File: src/hw/rtl/mcw_pkg.sv
package mcw_pkg;

    // Channel slots named by the register map
    localparam int CH_SLOTS = 5;

    localparam int COUNT_W  = 16;
    localparam int CHAN_W   = 3;
    localparam int OP_W     = 2;
    localparam int MASK_W   = 5;
    localparam int CFG_AW   = 3;
    localparam int CFG_DW   = 16;

    // Item opcodes
    localparam logic [OP_W-1:0] OP_TICK = 2'd0;
    localparam logic [OP_W-1:0] OP_KICK = 2'd1;
    localparam logic [OP_W-1:0] OP_ACK  = 2'd2;

    // Register indexes
    localparam logic [CFG_AW-1:0] REG_ENABLE    = 3'd0;
    localparam logic [CFG_AW-1:0] REG_LIMIT_CH0 = 3'd1;
    localparam logic [CFG_AW-1:0] REG_LIMIT_CH1 = 3'd2;
    localparam logic [CFG_AW-1:0] REG_LIMIT_CH2 = 3'd3;
    localparam logic [CFG_AW-1:0] REG_LIMIT_CH3 = 3'd4;
    localparam logic [CFG_AW-1:0] REG_LIMIT_CH4 = 3'd5;

    localparam logic [COUNT_W-1:0] LIMIT_RESET = 16'd100;

    typedef struct packed {
        logic [MASK_W-1:0]                 enable_mask;
        logic [CH_SLOTS-1:0][COUNT_W-1:0]  limit;
    } t_cfg;

    typedef struct packed {
        logic              valid;
        logic [OP_W-1:0]   opcode;
        logic [CHAN_W-1:0] channel;
    } t_step;

    typedef struct packed {
        logic              error_flag;
        logic [CHAN_W-1:0] error_channel;
        logic              stop_request;
    } t_status;

endpackage

File: src/hw/rtl/mcw_cfg_regs.sv
module mcw_cfg_regs
    import mcw_pkg::*;
(
    input  logic              i_clk,
    input  logic              i_rst_n,
    input  logic              i_cfg_valid,
    input  logic [CFG_AW-1:0] i_cfg_addr,
    input  logic [CFG_DW-1:0] i_cfg_data,
    output t_cfg              o_cfg
);

    t_cfg r_cfg;

    always_ff @(posedge i_clk) begin
        if (!i_rst_n) begin
            r_cfg.enable_mask <= '0;
            for (int i = 0; i < CH_SLOTS; i++) begin
                r_cfg.limit[i] <= LIMIT_RESET;
            end
        end else if (i_cfg_valid) begin
            case (i_cfg_addr)
                REG_ENABLE:    r_cfg.enable_mask <= i_cfg_data[MASK_W-1:0];
                REG_LIMIT_CH0: r_cfg.limit[0] <= i_cfg_data;
                REG_LIMIT_CH1: r_cfg.limit[1] <= i_cfg_data;
                REG_LIMIT_CH2: r_cfg.limit[2] <= i_cfg_data;
                REG_LIMIT_CH3: r_cfg.limit[3] <= i_cfg_data;
                REG_LIMIT_CH4: r_cfg.limit[4] <= i_cfg_data;
                default: begin
                    // drop writes beyond the register map
                end
            endcase
        end
    end

    assign o_cfg = r_cfg;

endmodule

File: src/hw/rtl/mcw_engine.sv
module mcw_engine
    import mcw_pkg::*;
#(
    parameter int TICK_STEP    = 10,
    parameter int COUNT_MAX    = 65535,
    parameter int NUM_CHANNELS = 5
) (
    input  logic    i_clk,
    input  logic    i_rst_n,
    input  t_cfg    i_cfg,
    input  t_step   i_step,
    output t_status o_status
);

    localparam logic [COUNT_W:0]   STEP_W = (COUNT_W+1)'(TICK_STEP);
    localparam logic [COUNT_W:0]   MAX_W  = (COUNT_W+1)'(COUNT_MAX);
    localparam logic [COUNT_W-1:0] MAX_C  = COUNT_W'(COUNT_MAX);

    logic [COUNT_W-1:0] r_elapsed [NUM_CHANNELS];
    logic [COUNT_W-1:0] n_elapsed [NUM_CHANNELS];
    logic [COUNT_W-1:0] sat_sum   [NUM_CHANNELS];
    logic [COUNT_W:0]   raw_sum   [NUM_CHANNELS];

    logic              r_error_prev, n_error_prev;
    logic [CHAN_W-1:0] r_error_chan, n_error_chan;
    logic              r_stop_flag,  n_stop_flag;
    logic              any_err;
    logic [CHAN_W-1:0] hi_chan;

    always_comb begin
        for (int i = 0; i < NUM_CHANNELS; i++) begin
            raw_sum[i] = {1'b0, r_elapsed[i]} + STEP_W;
            sat_sum[i] = (raw_sum[i] > MAX_W) ? MAX_C : raw_sum[i][COUNT_W-1:0];
        end
    end

    always_comb begin
        n_elapsed    = r_elapsed;
        n_error_prev = r_error_prev;
        n_error_chan = r_error_chan;
        n_stop_flag  = r_stop_flag;
        any_err      = 1'b0;
        hi_chan      = '0;
        case (i_step.opcode)
            OP_TICK: begin
                for (int i = 0; i < NUM_CHANNELS; i++) begin
                    n_elapsed[i] = i_cfg.enable_mask[i] ? sat_sum[i] : '0;
                    // later channels override, leaving the highest in error
                    if (n_elapsed[i] > i_cfg.limit[i]) begin
                        any_err = 1'b1;
                        hi_chan = CHAN_W'(i);
                    end
                end
                if (any_err && !r_error_prev) begin
                    n_stop_flag = 1'b1;
                end else if (!any_err && r_error_prev) begin
                    n_stop_flag = 1'b0;
                end
                n_error_prev = any_err;
                n_error_chan = hi_chan;
            end
            OP_KICK: begin
                for (int i = 0; i < NUM_CHANNELS; i++) begin
                    if (i_step.channel == CHAN_W'(i)) begin
                        n_elapsed[i] = '0;
                    end
                end
            end
            OP_ACK: begin
                n_stop_flag = 1'b0;
            end
            default: begin
                // unused opcode: hold state
            end
        endcase
    end

    always_ff @(posedge i_clk) begin
        if (!i_rst_n) begin
            for (int i = 0; i < NUM_CHANNELS; i++) begin
                r_elapsed[i] <= '0;
            end
            r_error_prev <= 1'b0;
            r_error_chan <= '0;
            r_stop_flag  <= 1'b0;
        end else if (i_step.valid) begin
            r_elapsed    <= n_elapsed;
            r_error_prev <= n_error_prev;
            r_error_chan <= n_error_chan;
            r_stop_flag  <= n_stop_flag;
        end
    end

    assign o_status.error_flag    = n_error_prev;
    assign o_status.error_channel = n_error_chan;
    assign o_status.stop_request  = n_stop_flag;

`ifndef SYNTH
    a_chan_needs_error: assert property (@(posedge i_clk) disable iff (!i_rst_n)
        (r_error_chan != '0) |-> r_error_prev)
        else $error("error channel set without an error");

    a_stop_needs_error: assert property (@(posedge i_clk) disable iff (!i_rst_n)
        !r_error_prev |-> !r_stop_flag)
        else $error("stop request raised with no error present");

    a_stop_on_new_error: assert property (@(posedge i_clk) disable iff (!i_rst_n)
        (i_step.valid && i_step.opcode == OP_TICK && !r_error_prev)
        |=> (r_stop_flag == r_error_prev))
        else $error("stop request does not follow a fresh error");
`endif

endmodule

File: src/hw/rtl/multi_channel_watchdog.sv
// A word accepted on s_axis is held in the input register; once the status slot is free,
// the engine processes it and its status word is registered for m_axis at that same edge.
// Throughput: one word per cycle; the input register and the status register
// form a two-stage pipeline, and only a stalled m_axis holds s_axis back.
// Reset (i_rst_n low, synchronous): counters, error state and stop request
// clear, enable mask clears, every limit returns to 100.
module multi_channel_watchdog
    import mcw_pkg::*;
#(
    parameter int TICK_STEP    = 10,
    parameter int COUNT_MAX    = 65535,
    parameter int NUM_CHANNELS = 5
) (
    input  logic              i_clk,
    input  logic              i_rst_n,

    input  logic              i_cfg_valid,
    output logic              o_cfg_ready,
    input  logic [CFG_AW-1:0] i_cfg_addr,
    input  logic [CFG_DW-1:0] i_cfg_data,

    input  logic              s_axis_tvalid,
    output logic              s_axis_tready,
    input  logic [7:0]        s_axis_tdata,   // [2:0] channel, [7:3] zero
    input  logic [OP_W-1:0]   s_axis_tuser,   // [1:0] opcode

    output logic              m_axis_tvalid,
    input  logic              m_axis_tready,
    output logic [7:0]        m_axis_tdata    // [0] error_flag, [3:1] error_channel,
                                              // [4] stop_request, [7:5] zero
);

    t_cfg    cfg;
    t_step   step;
    t_status status;

    logic              r_in_valid;
    logic [OP_W-1:0]   r_in_op;
    logic [CHAN_W-1:0] r_in_chan;
    logic              r_out_valid;
    t_status           r_out;
    logic              advance;

    assign o_cfg_ready = 1'b1;

    mcw_cfg_regs u_cfg (
        .i_clk       (i_clk),
        .i_rst_n     (i_rst_n),
        .i_cfg_valid (i_cfg_valid),
        .i_cfg_addr  (i_cfg_addr),
        .i_cfg_data  (i_cfg_data),
        .o_cfg       (cfg)
    );

    // move the held word into the engine whenever the status slot frees up
    assign advance       = r_in_valid && (!r_out_valid || m_axis_tready);
    assign s_axis_tready = !r_in_valid || advance;

    assign step.valid   = advance;
    assign step.opcode  = r_in_op;
    assign step.channel = r_in_chan;

    mcw_engine #(
        .TICK_STEP    (TICK_STEP),
        .COUNT_MAX    (COUNT_MAX),
        .NUM_CHANNELS (NUM_CHANNELS)
    ) u_engine (
        .i_clk    (i_clk),
        .i_rst_n  (i_rst_n),
        .i_cfg    (cfg),
        .i_step   (step),
        .o_status (status)
    );

    always_ff @(posedge i_clk) begin
        if (!i_rst_n) begin
            r_in_valid <= 1'b0;
        end else if (s_axis_tvalid && s_axis_tready) begin
            r_in_valid <= 1'b1;
        end else if (advance) begin
            r_in_valid <= 1'b0;
        end
    end

    always_ff @(posedge i_clk) begin
        if (s_axis_tvalid && s_axis_tready) begin
            r_in_op   <= s_axis_tuser;
            r_in_chan <= s_axis_tdata[CHAN_W-1:0];
        end
    end

    always_ff @(posedge i_clk) begin
        if (!i_rst_n) begin
            r_out_valid <= 1'b0;
        end else if (advance) begin
            r_out_valid <= 1'b1;
        end else if (m_axis_tready) begin
            r_out_valid <= 1'b0;
        end
    end

    always_ff @(posedge i_clk) begin
        if (advance) begin
            r_out <= status;
        end
    end

    assign m_axis_tvalid = r_out_valid;
    assign m_axis_tdata  = {3'b000, r_out.stop_request, r_out.error_channel,
                            r_out.error_flag};

`ifndef SYNTH
    a_hold_input_on_stall: assert property (@(posedge i_clk) disable iff (!i_rst_n)
        (r_in_valid && r_out_valid && !m_axis_tready)
        |=> (r_in_valid && $stable(r_in_op) && $stable(r_in_chan)))
        else $error("pending input word lost while output stalled");
`endif

endmodule

File: config.mk
export PLATFORM = sky130hd
export DESIGN_NAME = multi_channel_watchdog
export DESIGN_NICKNAME = d
export VERILOG_FILES = /design/src/hw/rtl/mcw_pkg.sv /design/src/hw/rtl/mcw_cfg_regs.sv /design/src/hw/rtl/mcw_engine.sv /design/src/hw/rtl/multi_channel_watchdog.sv
export SDC_FILE = /design/constraint.sdc
export NUM_CORES = 1
export LEC_CHECK = 0
export ABC_AREA = 1
export BUFFER_PORTS_ARGS = -buffer_cell sky130_fd_sc_hd__buf_2
export CAP_MARGIN = 20
export CORE_MARGIN = 5
export CORE_UTILIZATION = 60
export CTS_BUF_LIST = sky130_fd_sc_hd__clkbuf_16
export CTS_CLUSTER_SIZE = 40
export DETAILED_ROUTE_END_ITERATION = 10
export GPL_TIMING_DRIVEN = 0
export PLACE_DENSITY = 0.8
export SYNTH_ARGS = -nofsm -noshare
export SYNTH_HDL_FRONTEND = slang
export SYNTH_HIERARCHICAL = 1
export SYNTH_SLANG_ARGS = --single-unit
File: constraint.sdc
create_clock -name i_clk -period 3.59 [get_ports i_clk]
set_input_delay 0.718 -clock i_clk [delete_from_list [all_inputs] [get_ports i_clk]]
set_output_delay 0.718 -clock i_clk [all_outputs]
set_load 0.05 [all_outputs]
# After elaboration in Yosys (flattened, before gate mapping)
# Cells that the tools add are included.
# word_totals
reg_bits,182
in_bits,34
output_inout_bits,11
word_cells,114
# op_classes
add_sub_neg,5
magnitude_cmp,10
eq_ne,16
muxes,35
reduce_logical,27
# op_table
cell,n
$mux W16,15
$pmux W80 S2,1
$add A16 B4 Y17 const B,5
$gt A17 B16 Y1 const B,5
$gt A16 B16 Y1,5
$reduce_and A3 Y1,5
$mux W1,14
$eq A3 B2 Y1 const B,4
$reduce_and A2 Y1,6
$ne A2 B1 Y1 const B,5
$eq A3 B3 Y1 const B,3
$eq A3 B1 Y1 const B,2
$logic_not A3 Y1,2
$mux W3,2
$reduce_bool A2 Y1,3
$logic_and A1 B1 Y1,4
$logic_not A1 Y1,4
$mux W2,2
$eq A2 B1 Y1 const B,1
$eq A2 B2 Y1 const B,1
$logic_not A2 Y1,1
$logic_or A1 B1 Y1,2
$pmux W1 S2,1

# Longest topological paths before layout
# depth
depth_word,16
depth_mapped,31
depth_no_buf,30

# Cells and area by module
# Netlist, hierarchy kept.
# by_module_without_submodules
module,n_inst,cells_per_inst,area_per_inst_um2
mcw_engine,1,1427,8659.6
mcw_cfg_regs,1,477,3347.0
multi_channel_watchdog,1,29,432.9

# Worst setup path after synthesis
# No wires, ideal clock.
# synth_timing
path_kind,register -> register
from,reg u_engine/r_elapsed[65] in the netlist's numbering
to,"reg r_out, in the netlist m_axis_tdata[0], data pin"
setup_time_ns,0.251
arrival_ns,2.971
path_slack_ns,0.368
path_stages_with_launch,27
path_buffers,2
synth_period_minus_slack_ns,3.222
path_cell_list,dfxtp_1 ha_1 inv_1 nand2_1 nand2_1 inv_1 nand2_1 nor2_1 nand4_1 nand2_1 inv_1 nand4_1 buf_2 nand3_1 nand2_1 inv_1 ha_1 nand2_1 nor2_1 nand2_1 nor4b_1 a21oi_1 nor2_1 nand2_1 nand2_1 o21ai_0 buf_4
# synth_between
elab_chain_len,12
# synth_rtl
element,line,rtl
start: declaration,mcw_engine.sv:19,logic [COUNT_W-1:0] r_elapsed [NUM_CHANNELS];
start signal: assignment,mcw_engine.sv:87,r_elapsed <= n_elapsed;
$add A16 B4 Y17 (*),mcw_engine.sv:32,"raw_sum[i] = {1'b0, r_elapsed[i]} + STEP_W;"
$gt A17 B16 Y1,mcw_engine.sv:33,sat_sum[i] = (raw_sum[i] > MAX_W) ? MAX_C : raw_sum[i][COUNT_W-1:0];
$mux W16 (*),mcw_engine.sv:33,
$mux W16 (*),mcw_engine.sv:47,n_elapsed[i] = i_cfg.enable_mask[i] ? sat_sum[i] : '0;
$gt A16 B16 Y1 (*),mcw_engine.sv:49,if (n_elapsed[i] > i_cfg.limit[i]) begin
$mux W1 (*) (5 in a row),mcw_engine.sv:49,
$mux W1 (*) (2 in a row),mcw_engine.sv:44,case (i_step.opcode)
net u_engine.n_error_prev,mcw_engine.sv:24,"logic r_error_prev, n_error_prev;"
end signal: assignment,multi_channel_watchdog.sv:104,r_out <= status;
end: declaration,multi_channel_watchdog.sv:41,t_status r_out;
# Mark *: on every way through the listed nets, which the timed path passes. The rest lies on a longest branch. The select of a mux whose other input is x is not followed.
# A chain may end at the register's enable or synchronous reset.

# Final worst setup path
# layout_timing
from,reg u_engine/r_elapsed[17] in the netlist's numbering
to,reg u_engine/r_elapsed[23] in the netlist's numbering
# layout_between
elab_chain_len,5
# layout_rtl
element,line
$add A16 B4 Y17 (*),mcw_engine.sv:32
$gt A17 B16 Y1,mcw_engine.sv:33
$mux W16 (*),mcw_engine.sv:33
$mux W16 (*),mcw_engine.sv:47
$pmux W80 S2 (*),mcw_engine.sv:44
# Mark *: on every way between the ends. The rest lies on a longest branch, timed or not.

==> parameters.txt <==
Parameter                              Value

Cells and area
  Final layout net count    2156
  Combined flip-flop and latch cell area    3780 um2
  Filler cell count in the final layout    1761
  Number of antenna cells inserted    0
  Multi-input gate area    7500 um2
  Post-route insts no fill    2315
  Area Growth Syn to Fin    14.4%
  Share of post-route cells with drive strength above 1    14.7%

Synthesis
  Syn Std Cell Area    12400 um2
  Number of instances in the synthesized netlist    1933
  Async set-or-reset flop fraction in the synthesized netlist    0%
  Number of synthesized flops with an enable pin    10
  Number of warnings printed during yosys synthesis    6
  Largest cells by area after synthesis    dfxtp_1 28%, nand2_1 15%, nand3_1 9.5%
  Synth Register Bits    182
  Cell accounting for the most synthesized area    dfxtp_1
  Mean post-synth cell area    6.44 um2
  Area fraction of the dominant cell type after synthesis    27.7%
  Count of different cell masters after synthesis    45
  Sequential fraction of the synthesis area    30.1%
  Prevailing post-synth register cell    dfxtp_1

Clock tree
  CTS buffer count    17
  Cell chosen for the clock root    clkbuf_16
  Insertion delay to the later sink of the worst-skew pair    430 ps
  Clock-pin slew on the worst setup and hold paths    70 ps
  CTS tree    built
  H-tree levels    4
  Total of hold buffers inserted after clock tree synthesis    0
  Maximum count of clock buffers along a single path    2
  Number of sinks on the clock net    182

Drt
  Vias    12500
  Routed length per instance    14.5 um
  Final antenna-violating net count    0
  Number of design rule violations left after detail routing    0
  Overall routed net length    33500 um
  Initial detailed-routing violation count    865
  Vias per Instance    5.41
  DR pass1 iterations    6

Floorplan
  Io pins    45
  Number of cell rows    52
  Initial core utilization    61.3%
  Die Footprint    23700 um2
  Chip Height    154 um
  Horiz. Die Dim    154 um
  Core Footprint    20300 um2

STA
  RSZ-0062 raised after global routing    yes
  Final-report hold violation count    0
  Final Max Tran Viols    0
  Number of setup violations in the final report    0
  Time the final worst path needs with I/O delays and setup    3510 ps
  Final total negative setup slack    0 ps
  Maximum clock rate    285 MHz
  Transition time at the pin with the least slew margin    924 ps
  Worst hold slack across all endpoints    456 ps
  Relative max-transition margin    38.0%
  Final clock skew    9.94 ps
  Fin crit share    97.9%

Setup path
  Critical path's most frequent cell    buf_4
  Peak per-stage delay on the critical path    380 ps
  Sum of buffers and inverters on the critical path    17
  Startpoint-to-endpoint class of the critical path    reg2reg
  Crit path max-delay cell type    dfxtp_4
  Type of element capturing the critical path    flip-flop
  Gate family responsible for the most delay along the worst path    buffers and inverters
  Maximum fanout encountered on the critical timing path    4
  Critical path launch point type    flip-flop
  Endpoint required time on the critical path    3890 ps
  WP data arrival    3810 ps

Placement
  Placed cells    2240
  Sum of net half-perimeters after detailed placement    24700 um
  Placer Congestion    0.923
  Count of buffers from port buffering    35

GRT
  Total routing usage reported by global routing    26.8%
  Global-route congestion overflow total    0
  Number of global-route vias before repair    11300
  Pin count of the biggest net entering global routing    19
  First-pass GRT wire length    53300 um
  Initial antenna violation count    0

Run
  Max-cap viol count    0

Power
  Power density over the cells    305 nW/um2
  P_leak    6.89 nW
  PnR Total Power    4.34 mW
  VDD IR max    316 uV

Run status
  Outcome    finished, final reports clean

Min path
  Hold Crit Class    in2reg
==> per-stage QoR <==
step	util, %	setup WS [ps]	instance area, um2
after floorplan	-	368	12400
after global placement	63.8	-275	13000
after detailed placement	63.8	-336	13000
after CTS	67.9	1.05	13800
after global routing	70.1	-167	14200
final	70.1	75.7	14200
==> cell usage after synthesis (2+ instances only) <==
| cell | count |
|---|---|
| a21boi_0 | 2 |
| a21oi_1 | 130 |
| a21oi_2 | 2 |
| a31oi_1 | 3 |
| buf_1 | 9 |
| buf_2 | 22 |
| buf_4 | 14 |
| buf_6 | 5 |
| clkbuf_1 | 30 |
| conb_1 | 2 |
| dfxtp_1 | 172 |
| edfxtp_1 | 10 |
| ha_1 | 90 |
| inv_1 | 281 |
| inv_2 | 11 |
| nand2_1 | 490 |
| nand2_2 | 4 |
| nand3_1 | 237 |
| nand3_2 | 33 |
| nand3b_1 | 7 |
| nand3b_2 | 2 |
| nand4_1 | 23 |
| nor2_1 | 230 |
| nor2_2 | 9 |
| nor2_4 | 5 |
| nor3_1 | 18 |
| nor3_2 | 4 |
| nor4_1 | 2 |
| o211ai_1 | 2 |
| o21a_1 | 2 |
| o21ai_0 | 24 |
| o21ai_1 | 9 |
| o21bai_1 | 8 |
| xnor2_1 | 8 |
| xor2_1 | 23 |
==> area by class of cell <==
class	instances	share of cell area [%]
well taps	270	2.37
clock inverters	15	0.994
inverters	293	7.73
multi-input cells	1380	52.7
flip-flops and latches	182	26.6
clock buffers	17	2.99
plain buffers	78	2.93
repair buffers	80	3.69
==> path summary, 6_finish.rpt <==
kind                                            start                                   to  slack [ps]  cells after the start
hold reg to reg          u_cfg/o_cfg[38]$_SDFFE_PN1P_         u_cfg/o_cfg[38]$_SDFFE_PN1P_         460                      2
setup / recovery  u_engine/r_elapsed[17]$_SDFFE_PN0P_  u_engine/r_elapsed[23]$_SDFFE_PN0P_          80                     29
hold / removal                        s_axis_tuser[1]                 r_in_op[1]$_DFFE_PP_         460                      1
setup reg to reg  u_engine/r_elapsed[17]$_SDFFE_PN0P_  u_engine/r_elapsed[23]$_SDFFE_PN0P_          80                     29
==> layer usage <==
layer,wire (um),GRT usage (%),part of all wire [%],vias to the layer above
met5,0,0,0,-
met4,1130,9.25,3.4,0
met3,1900,3.88,5.7,86
met2,16300,46.6,49,419
met1,14200,34.1,42,5694
li1,-,-,-,6325
==> layout by cell type, fill, tap and decap left out, types with 16 or more instances in the layout <==
master     instances
nand3_2           33
a21oi_1          125
nor2_1           218
buf_4             52
xor2_1            19
clkbuf_16         17
nand3_1          234
o21ai_0           17
clkbuf_1          30
ha_1              85
buf_2             57
nor2_2            17
nand2_2           16
dfxtp_1          155
nand2_1          477
nand4_1           23
inv_1            278
==> power by group <==
group | switching (mW) | leakage [nW] | internal (mW)
clock network | 0.889 | 0.271 | 0.919
logic | 0.300 | 5.12 | 0.122
registers | 0.0268 | 1.50 | 2.08
total | 1.22 | 6.89 | 3.12
==> registers in the layout, summed over array words and instances (netlist names), 2 cells and up <==
register	flops
u_engine/r_elapsed	80
r_in_chan	3
u_engine/r_error_chan	3
m_axis_tdata	5
r_in_op	2
u_cfg/o_cfg	85
==> worst reg2reg max path: cells and delay by family, from the launching register on <==
kind | cells | cell delay (ps)
flops | 1 | 380
compound gates | 1 | 60
fa+ha+maj | 1 | 150
buf+inv | 17 | 1940
simple gates | 10 | 840
==> repair_timing <==
action | CTS | global route
cloned | 1 | 0
endpoints found under the setup margin | 7 | 37
gates resized for setup | 25 | 86
buffers inserted | 20 | 24
pin swaps | 13 | 39
hold endpoints to repair | 0 | 0
==> kinds of logic after synthesis <==
kind of cell	after synthesis	share of synthesized area (%)
AND/OR/NAND/NOR	1070	38.4
buffers and inverters	373	12.2
AO/OA/AOI/OAI	184	7.86
flip-flops	182	30.1
adder cells (fa/ha/maj)	90	9.05
XOR/XNOR	32	2.31
other	2	0.0604
No activity file was read; power rests on OpenSTA's default activity.
